### config.mk
export PLATFORM = sky130hd
export DESIGN_NAME = lscf_ctrl
export DESIGN_NICKNAME = d
export VERILOG_FILES = /design/src/rtl/core/lscf_pkg.sv /design/src/rtl/core/lscf_ctrl.sv
export SDC_FILE = /design/constraint.sdc
export NUM_CORES = 1
export LEC_CHECK = 0
export CAP_MARGIN = 20
export CORE_MARGIN = 2
export CORE_UTILIZATION = 50
export DETAILED_ROUTE_END_ITERATION = 6
export DONT_BUFFER_PORTS = 1
export GPL_ROUTABILITY_DRIVEN = 0
export HOLD_SLACK_MARGIN = 0.15
export PLACE_DENSITY = 0.78
export SYNTH_ARGS = -nofsm -noshare
export SYNTH_HDL_FRONTEND = slang
export SYNTH_SLANG_ARGS = --single-unit
export TNS_END_PERCENT = 50
### constraint.sdc
create_clock -name i_clk -period 2.91 [get_ports i_clk]
set_input_delay 0.4365 -clock i_clk [delete_from_list [all_inputs] [get_ports i_clk]]
set_output_delay 0.4365 -clock i_clk [all_outputs]
set_load 0.01 [all_outputs]
### src/rtl/core/lscf_pkg.sv
// Shared types and constants for the least-squares circle fit block.
// Used by the channel interfaces, the controller and the datapath.
package lscf_pkg;

    localparam int COORD_W        = 16;
    localparam int RAD_W          = 16;
    localparam int STAT_W         = 2;
    localparam int MAX_POINTS_DEF = 1024;

    // Solve arithmetic is exact modulo 2^DW.
    localparam int DW          = 128;
    localparam int GUARD       = 6;
    localparam int MUL_DIGIT   = 8;
    localparam int MUL_STEPS   = DW / MUL_DIGIT;
    localparam int SQ_W        = 64;
    localparam int SQRT_STEPS  = SQ_W / 2;
    localparam int ARG_W       = 4;
    localparam int RF_DEPTH    = 16;

    localparam logic [DW-1:0] CX_LIM   = DW'(32768);
    localparam logic [DW-1:0] CX_MAX   = DW'(32767);
    localparam logic [DW-1:0] FX_LIM   = DW'(1) << (17 + GUARD);
    localparam logic [SQ_W-1:0] RAD_HALF = SQ_W'(1) << (GUARD - 1);
    localparam logic [SQ_W-1:0] RAD_MAX  = SQ_W'((1 << RAD_W) - 1);

    typedef enum logic [STAT_W-1:0] {
        FIT_OK       = 2'd0,
        FIT_SINGULAR = 2'd1,
        FIT_NEGRAD   = 2'd2,
        FIT_OVERFLOW = 2'd3
    } t_fit_status;

    typedef enum logic [4:0] {
        OP_RDA, OP_RDB, OP_SUMA, OP_SUMB, OP_MOVA, OP_MOVB,
        OP_ADD, OP_SUB, OP_MUL, OP_DIV, OP_CEN, OP_SHL, OP_WR,
        OP_FLAGD, OP_FLAGQ, OP_SETX, OP_SETY, OP_SQRT, OP_END
    } t_op;

    // Register file addresses
    localparam logic [ARG_W-1:0] RA_SR2 = 4'd0;
    localparam logic [ARG_W-1:0] RA_CXX = 4'd1;
    localparam logic [ARG_W-1:0] RA_CYY = 4'd2;
    localparam logic [ARG_W-1:0] RA_CXY = 4'd3;
    localparam logic [ARG_W-1:0] RA_PX  = 4'd4;
    localparam logic [ARG_W-1:0] RA_PY  = 4'd5;
    localparam logic [ARG_W-1:0] RA_D   = 4'd6;
    localparam logic [ARG_W-1:0] RA_NX  = 4'd7;
    localparam logic [ARG_W-1:0] RA_NY  = 4'd8;
    localparam logic [ARG_W-1:0] RA_FX  = 4'd9;
    localparam logic [ARG_W-1:0] RA_FY  = 4'd10;
    localparam logic [ARG_W-1:0] RA_T1  = 4'd11;
    localparam logic [ARG_W-1:0] RA_Q   = 4'd12;

    // Running-sum selects
    localparam logic [ARG_W-1:0] SS_N   = 4'd0;
    localparam logic [ARG_W-1:0] SS_X   = 4'd1;
    localparam logic [ARG_W-1:0] SS_Y   = 4'd2;
    localparam logic [ARG_W-1:0] SS_XX  = 4'd3;
    localparam logic [ARG_W-1:0] SS_YY  = 4'd4;
    localparam logic [ARG_W-1:0] SS_XY  = 4'd5;
    localparam logic [ARG_W-1:0] SS_XR2 = 4'd6;
    localparam logic [ARG_W-1:0] SS_YR2 = 4'd7;

    // Shift amounts
    localparam logic [ARG_W-1:0] SH_NONE = 4'd0;
    localparam logic [ARG_W-1:0] SH_G    = ARG_W'(GUARD);
    localparam logic [ARG_W-1:0] SH_G1   = ARG_W'(GUARD + 1);
    localparam logic [ARG_W-1:0] SH_2G   = ARG_W'(2 * GUARD);
    localparam logic [ARG_W-1:0] ARG_NONE = 4'd0;

    typedef struct packed {
        t_op              op;
        logic [ARG_W-1:0] arg;
    } t_uop;

    typedef struct packed {
        logic start;
        logic acc;
        t_uop uop;
    } t_dp_cmd;

    typedef struct packed {
        logic done;
        logic acc_busy;
    } t_dp_stat;

endpackage

### src/rtl/core/lscf_ctrl.sv
// Controller: point handshake, microprogram sequencer for the solve and
// result handshake. Depends on lscf_pkg.
module lscf_ctrl (
    input  logic               i_clk,
    input  logic               i_rst_n,
    input  logic               i_in_valid,
    input  logic               i_in_last,
    output logic               o_in_ready,
    output logic               o_out_valid,
    input  logic               i_out_ready,
    output lscf_pkg::t_dp_cmd  o_cmd,
    input  lscf_pkg::t_dp_stat i_stat
);
    import lscf_pkg::*;

    localparam int UCODE_LEN = 146;
    localparam int PC_W      = $clog2(UCODE_LEN);

    // Solve program: eliminate c, build the 2x2 system, then center and radius.
    localparam t_uop UCODE [UCODE_LEN] = '{
        // sr2 = sxx + syy
        '{OP_SUMA, SS_XX}, '{OP_SUMB, SS_YY}, '{OP_ADD, ARG_NONE}, '{OP_WR, RA_SR2},
        // cxx = n*sxx - sx*sx
        '{OP_SUMA, SS_N}, '{OP_SUMB, SS_XX}, '{OP_MUL, ARG_NONE}, '{OP_WR, RA_T1},
        '{OP_SUMA, SS_X}, '{OP_SUMB, SS_X}, '{OP_MUL, ARG_NONE}, '{OP_MOVB, ARG_NONE},
        '{OP_RDA, RA_T1}, '{OP_SUB, ARG_NONE}, '{OP_WR, RA_CXX},
        // cyy = n*syy - sy*sy
        '{OP_SUMA, SS_N}, '{OP_SUMB, SS_YY}, '{OP_MUL, ARG_NONE}, '{OP_WR, RA_T1},
        '{OP_SUMA, SS_Y}, '{OP_SUMB, SS_Y}, '{OP_MUL, ARG_NONE}, '{OP_MOVB, ARG_NONE},
        '{OP_RDA, RA_T1}, '{OP_SUB, ARG_NONE}, '{OP_WR, RA_CYY},
        // cxy = n*sxy - sx*sy
        '{OP_SUMA, SS_N}, '{OP_SUMB, SS_XY}, '{OP_MUL, ARG_NONE}, '{OP_WR, RA_T1},
        '{OP_SUMA, SS_X}, '{OP_SUMB, SS_Y}, '{OP_MUL, ARG_NONE}, '{OP_MOVB, ARG_NONE},
        '{OP_RDA, RA_T1}, '{OP_SUB, ARG_NONE}, '{OP_WR, RA_CXY},
        // px = sx*sr2 - n*sxr2
        '{OP_SUMA, SS_N}, '{OP_SUMB, SS_XR2}, '{OP_MUL, ARG_NONE}, '{OP_WR, RA_T1},
        '{OP_SUMA, SS_X}, '{OP_RDB, RA_SR2}, '{OP_MUL, ARG_NONE}, '{OP_MOVA, ARG_NONE},
        '{OP_RDB, RA_T1}, '{OP_SUB, ARG_NONE}, '{OP_WR, RA_PX},
        // py = sy*sr2 - n*syr2
        '{OP_SUMA, SS_N}, '{OP_SUMB, SS_YR2}, '{OP_MUL, ARG_NONE}, '{OP_WR, RA_T1},
        '{OP_SUMA, SS_Y}, '{OP_RDB, RA_SR2}, '{OP_MUL, ARG_NONE}, '{OP_MOVA, ARG_NONE},
        '{OP_RDB, RA_T1}, '{OP_SUB, ARG_NONE}, '{OP_WR, RA_PY},
        // d = cxx*cyy - cxy*cxy
        '{OP_RDA, RA_CXY}, '{OP_RDB, RA_CXY}, '{OP_MUL, ARG_NONE}, '{OP_WR, RA_T1},
        '{OP_RDA, RA_CXX}, '{OP_RDB, RA_CYY}, '{OP_MUL, ARG_NONE}, '{OP_MOVA, ARG_NONE},
        '{OP_RDB, RA_T1}, '{OP_SUB, ARG_NONE}, '{OP_WR, RA_D}, '{OP_FLAGD, ARG_NONE},
        // nx = py*cxy - px*cyy
        '{OP_RDA, RA_PX}, '{OP_RDB, RA_CYY}, '{OP_MUL, ARG_NONE}, '{OP_WR, RA_T1},
        '{OP_RDA, RA_PY}, '{OP_RDB, RA_CXY}, '{OP_MUL, ARG_NONE}, '{OP_MOVA, ARG_NONE},
        '{OP_RDB, RA_T1}, '{OP_SUB, ARG_NONE}, '{OP_WR, RA_NX},
        // ny = px*cxy - py*cxx
        '{OP_RDA, RA_PY}, '{OP_RDB, RA_CXX}, '{OP_MUL, ARG_NONE}, '{OP_WR, RA_T1},
        '{OP_RDA, RA_PX}, '{OP_RDB, RA_CXY}, '{OP_MUL, ARG_NONE}, '{OP_MOVA, ARG_NONE},
        '{OP_RDB, RA_T1}, '{OP_SUB, ARG_NONE}, '{OP_WR, RA_NY},
        // centers, fine and output precision
        '{OP_RDA, RA_NX}, '{OP_RDB, RA_D}, '{OP_CEN, SH_G}, '{OP_WR, RA_FX},
        '{OP_CEN, SH_NONE}, '{OP_SETX, ARG_NONE},
        '{OP_RDA, RA_NY}, '{OP_RDB, RA_D}, '{OP_CEN, SH_G}, '{OP_WR, RA_FY},
        '{OP_CEN, SH_NONE}, '{OP_SETY, ARG_NONE},
        // t1 = (fx*sx + fy*sy) << (G+1)
        '{OP_RDA, RA_FX}, '{OP_SUMB, SS_X}, '{OP_MUL, ARG_NONE}, '{OP_WR, RA_T1},
        '{OP_RDA, RA_FY}, '{OP_SUMB, SS_Y}, '{OP_MUL, ARG_NONE}, '{OP_MOVA, ARG_NONE},
        '{OP_RDB, RA_T1}, '{OP_ADD, ARG_NONE}, '{OP_MOVA, ARG_NONE}, '{OP_SHL, SH_G1},
        '{OP_WR, RA_T1},
        // q = (sr2 << 2G) - t1
        '{OP_RDA, RA_SR2}, '{OP_SHL, SH_2G}, '{OP_MOVA, ARG_NONE}, '{OP_RDB, RA_T1},
        '{OP_SUB, ARG_NONE}, '{OP_WR, RA_Q},
        // q += n*(fx*fx + fy*fy)
        '{OP_RDA, RA_FX}, '{OP_RDB, RA_FX}, '{OP_MUL, ARG_NONE}, '{OP_WR, RA_T1},
        '{OP_RDA, RA_FY}, '{OP_RDB, RA_FY}, '{OP_MUL, ARG_NONE}, '{OP_MOVA, ARG_NONE},
        '{OP_RDB, RA_T1}, '{OP_ADD, ARG_NONE}, '{OP_MOVA, ARG_NONE}, '{OP_SUMB, SS_N},
        '{OP_MUL, ARG_NONE}, '{OP_MOVA, ARG_NONE}, '{OP_RDB, RA_Q}, '{OP_ADD, ARG_NONE},
        '{OP_FLAGQ, ARG_NONE},
        // radius = isqrt(q / n), then emit
        '{OP_MOVA, ARG_NONE}, '{OP_SUMB, SS_N}, '{OP_DIV, ARG_NONE}, '{OP_SQRT, ARG_NONE},
        '{OP_END, ARG_NONE}
    };

    typedef enum logic [4:0] {
        S_ACC   = 5'b00001,
        S_DRAIN = 5'b00010,
        S_ISSUE = 5'b00100,
        S_WAIT  = 5'b01000,
        S_OUT   = 5'b10000
    } t_ctrl_state;

    t_ctrl_state     r_state, n_state;
    logic [PC_W-1:0] r_pc, n_pc;
    t_uop            cur_uop;

    assign cur_uop = UCODE[r_pc];

    always_comb begin
        n_state = r_state;
        n_pc    = r_pc;
        case (r_state)
            S_ACC: begin
                if (i_in_valid && i_in_last) begin
                    n_state = S_DRAIN;
                end
            end
            S_DRAIN: begin
                // let the last point reach the sums
                if (!i_stat.acc_busy) begin
                    n_state = S_ISSUE;
                    n_pc    = '0;
                end
            end
            S_ISSUE: n_state = S_WAIT;
            S_WAIT: begin
                if (i_stat.done) begin
                    if (cur_uop.op == OP_END) begin
                        n_state = S_OUT;
                    end else begin
                        n_pc    = r_pc + 1'b1;
                        n_state = S_ISSUE;
                    end
                end
            end
            S_OUT: begin
                if (i_out_ready) begin
                    n_state = S_ACC;
                end
            end
            default: n_state = S_ACC;
        endcase
    end

    always_ff @(posedge i_clk) begin
        if (!i_rst_n) begin
            r_state <= S_ACC;
            r_pc    <= '0;
        end else begin
            r_state <= n_state;
            r_pc    <= n_pc;
        end
    end

    assign o_in_ready  = (r_state == S_ACC);
    assign o_out_valid = (r_state == S_OUT);
    assign o_cmd.start = (r_state == S_ISSUE);
    assign o_cmd.acc   = (r_state == S_ACC) && i_in_valid;
    assign o_cmd.uop   = cur_uop;
endmodule

==> impl_results.md <==
* Cts hold-fix bufs at 0
* Slowest CP cell: dfxtp_1
* Initial DRC count at 1,056
* Cell mode on critical path: a211o_1
* PortBufs at 0
* Initial antenna violation count at 0
* Vias in the first global route at 3,160
* Worst setup EP type: primary output
* Die area at 6010 sq um
* Startpoint types: flop
* Pin count of the biggest net entering global routing at 54
* Synth Instances at 413
* Setup_tns at 0 ns
* Sequential-to-total area share from yosys stat at 9.62%
* Clock Tree Buf Depth at 2
* Proportion of layout cells with a drive suffix above 1 at 12.7%
* Root Driver: clkbuf_8
* First-pass GRT wire length at 15,500 microns
* Gr ovfl total at 0
* Highest cell delay on the worst timing path at 0.35 ns
* Pre-CTS setup slack at 0.195 ns
* Max rail drop VDD at 0.259 mV
* Max-cap violations at 0
* Fill count at 492
* Arrival @ worst endpoint at 2.42 ns
* # clock sinks at 13
* Post-synth top area cell: dfxtp_1
* Via density at 7.32
* Drt first pass iters at 7
* Crit path buf inv count at 1
* CP top delay family: adder cells
* Synth Flop Type: dfxtp_1
* Synth Cell Area at 2710 sq um
* Synth top area share at 9.62%
* Ys async rst share at 0%
* Yosys reg bits at 13
* Syn_area_per_cell at 6.55 sq um
* Pleak at 1.03 nW
* R2R setup slack at 1.00 ns
* CTS tree: done
* Area of placed instances at 2830 sq um
* Post-Layout Inst Area at 2920 sq um
* Clk slew on worst S/H paths at 0.06 ns
* WL final at 9710 microns
* Antenna-violating nets left at 0
* Clk_skew at 0.000986 ns
* Crit-path cells: buf_4 > ha_2 > ha_1 > nor2b_1 > a211o_1 > o311ai_0 > nor4_1 > a211o_1
* Critical path class: reg2out
* Status: complete, no violations
* Clk_lat worst skew at 0.24 ns
* Die Y at 77.6 microns
* Worst-Margin Slew at 0.564 ns
* Setup WS post-layout at 0.0512 ns
* YS warnings at 0
* Top cells by instance count after synthesis: nor2_1, nand2_1, o21ai_0
* Core area at 5170 sq um
* Placed cells at 469
* Top cells by area, synth: dfxtp_1, nor2_1, o21ai_0
* Initial Util at 52.3%
* Die W at 77.6 microns
* Worst Hold Class: in2reg
* Post-synth EDFFs at 0
* CTS buffer count at 3
* Endpoints failing hold at 0
* Crit-path max FO at 8
* Layout area overhead at 7.77%
* Max Fclk at 350 MHz
* Fin crit share at 98.2%
* Residual DRC at 0
* Final Util at 56.4%
* Routed len/inst at 20.5 microns
* Antenna Diode Count at 0
* Final count of negative-setup-slack endpoints at 0
* Slew HR at 62.4%
* Fin crit period at 2.86 ns
* RSZ-0062 raised after global routing: false
* Post-synthesis cell type count at 67
* Final HPWL DP at 6840 microns
* # IOs at 20
* Fin cells at 473
* Power per cell area at 131 nW/um^2
* Final Max Tran Viols at 0
* Via Count at 3,461
* Final nets at 421
* Post-Syn Nets at 430
* H-tree levels at 1
* Total Routing Usage GR at 31.5%
* Row cnt at 26
* Most frequent cell after synthesis: nor2_1
* Required @ worst endpoint at 2.47 ns
## cells by family (layout without fill, tap and decap cells)
| kind of cell | count (synthesis) | after routing | share of synthesized area [%] |
|---|---|---|---|
| compound gates | 138 | 138 | 35.2 |
| mux | 11 | 11 | 5.04 |
| buf+inv | 52 | 42 | 8.97 |
| simple gates | 188 | 188 | 36.3 |
| flops | 13 | 13 | 9.62 |
| fa+ha+maj | 10 | 10 | 4.63 |
| xor+xnor | 1 | 1 | 0.324 |
## registers in the layout, indices dropped and copies added, names as in the netlist
name and cells:
r_pc 8, r_state 5
## where the power goes
| group | leakage (nW) | switching (W) | internal [W] |
|---|---|---|---|
| clock network | 0.0228 | 0.0000645 | 0.0000967 |
| registers | 0.107 | 0.00000567 | 0.000181 |
| logic | 0.900 | 0.0000230 | 0.0000123 |
## worst register-to-register path, cell delays in order, from the launching register on
cell and delay, ns:
dfxtp_1 0.67, buf_4 0.29, nand3_1 0.17, a21o_1 0.26, and3_1 0.18, o22ai_1 0.15, and2_1 0.13
## area by class of cell
type	instances	area (sq um)	share of cell area, %
tap	70	87.6	3.00
multi-input combinational	348	2240	77.0
sequential	13	267	9.14
clock buffer	4	45.0	1.55
inverter	10	37.5	1.29
timing repair buffer	28	235	8.07
## placed cells by master, fill, tap and decap left out, drive strengths merged, types with 4 or more instances in the layout
cell and instances:
a31oi 9, o31ai 5, o21ai 28, nand4 6, inv 10, ha 10, a21oi 25, o311ai 6
nor2b 21, a211o 5, and3 8, o211ai 12, nand3b 10, buf 28, dfxtp 13, mux2i 8
clkbuf 4, a311oi 4, nor3 17, nand2b 10, a21o 4, nand2 34, nor2 42, nand3 16
and2 6, a211oi 6
## final timing paths
path         endpoint  depth (start not counted)    start
min reg2reg   r_pc[1]                          2  r_pc[1]
min           r_pc[5]                          1  i_rst_n
max reg2reg   r_pc[2]                          6  r_pc[7]
max          o_cmd[3]                          8  r_pc[0]
## what timing repair did
action,4_1_cts,5_1_grt
gates resized for setup,2,10
setup buffers,0,0
setup endpoints to repair,2,8
## routing by layer
| metal | vias to the layer above | wire length [microns] | track usage [%] |
|---|---|---|---|
| met5 | - | 0 | 0 |
| met4 | 0 | 535 | 14.5 |
| met3 | 71 | 1250 | 4.88 |
| met2 | 300 | 4250 | 49.6 |
| met1 | 1565 | 3680 | 42.1 |
| li1 | 1525 | - | - |
## stage by stage
step | hold slack, ns | power, W
final | 0.311 | 0.000383
after global routing | 0.312 | 0.000398
after CTS | 0.314 | 0.000384
after detailed placement | 0.561 | 0.000224
after global placement | 0.557 | 0.000223
after floorplan | 0.554 | 0.000218
(Power assumes the default switching activity.)
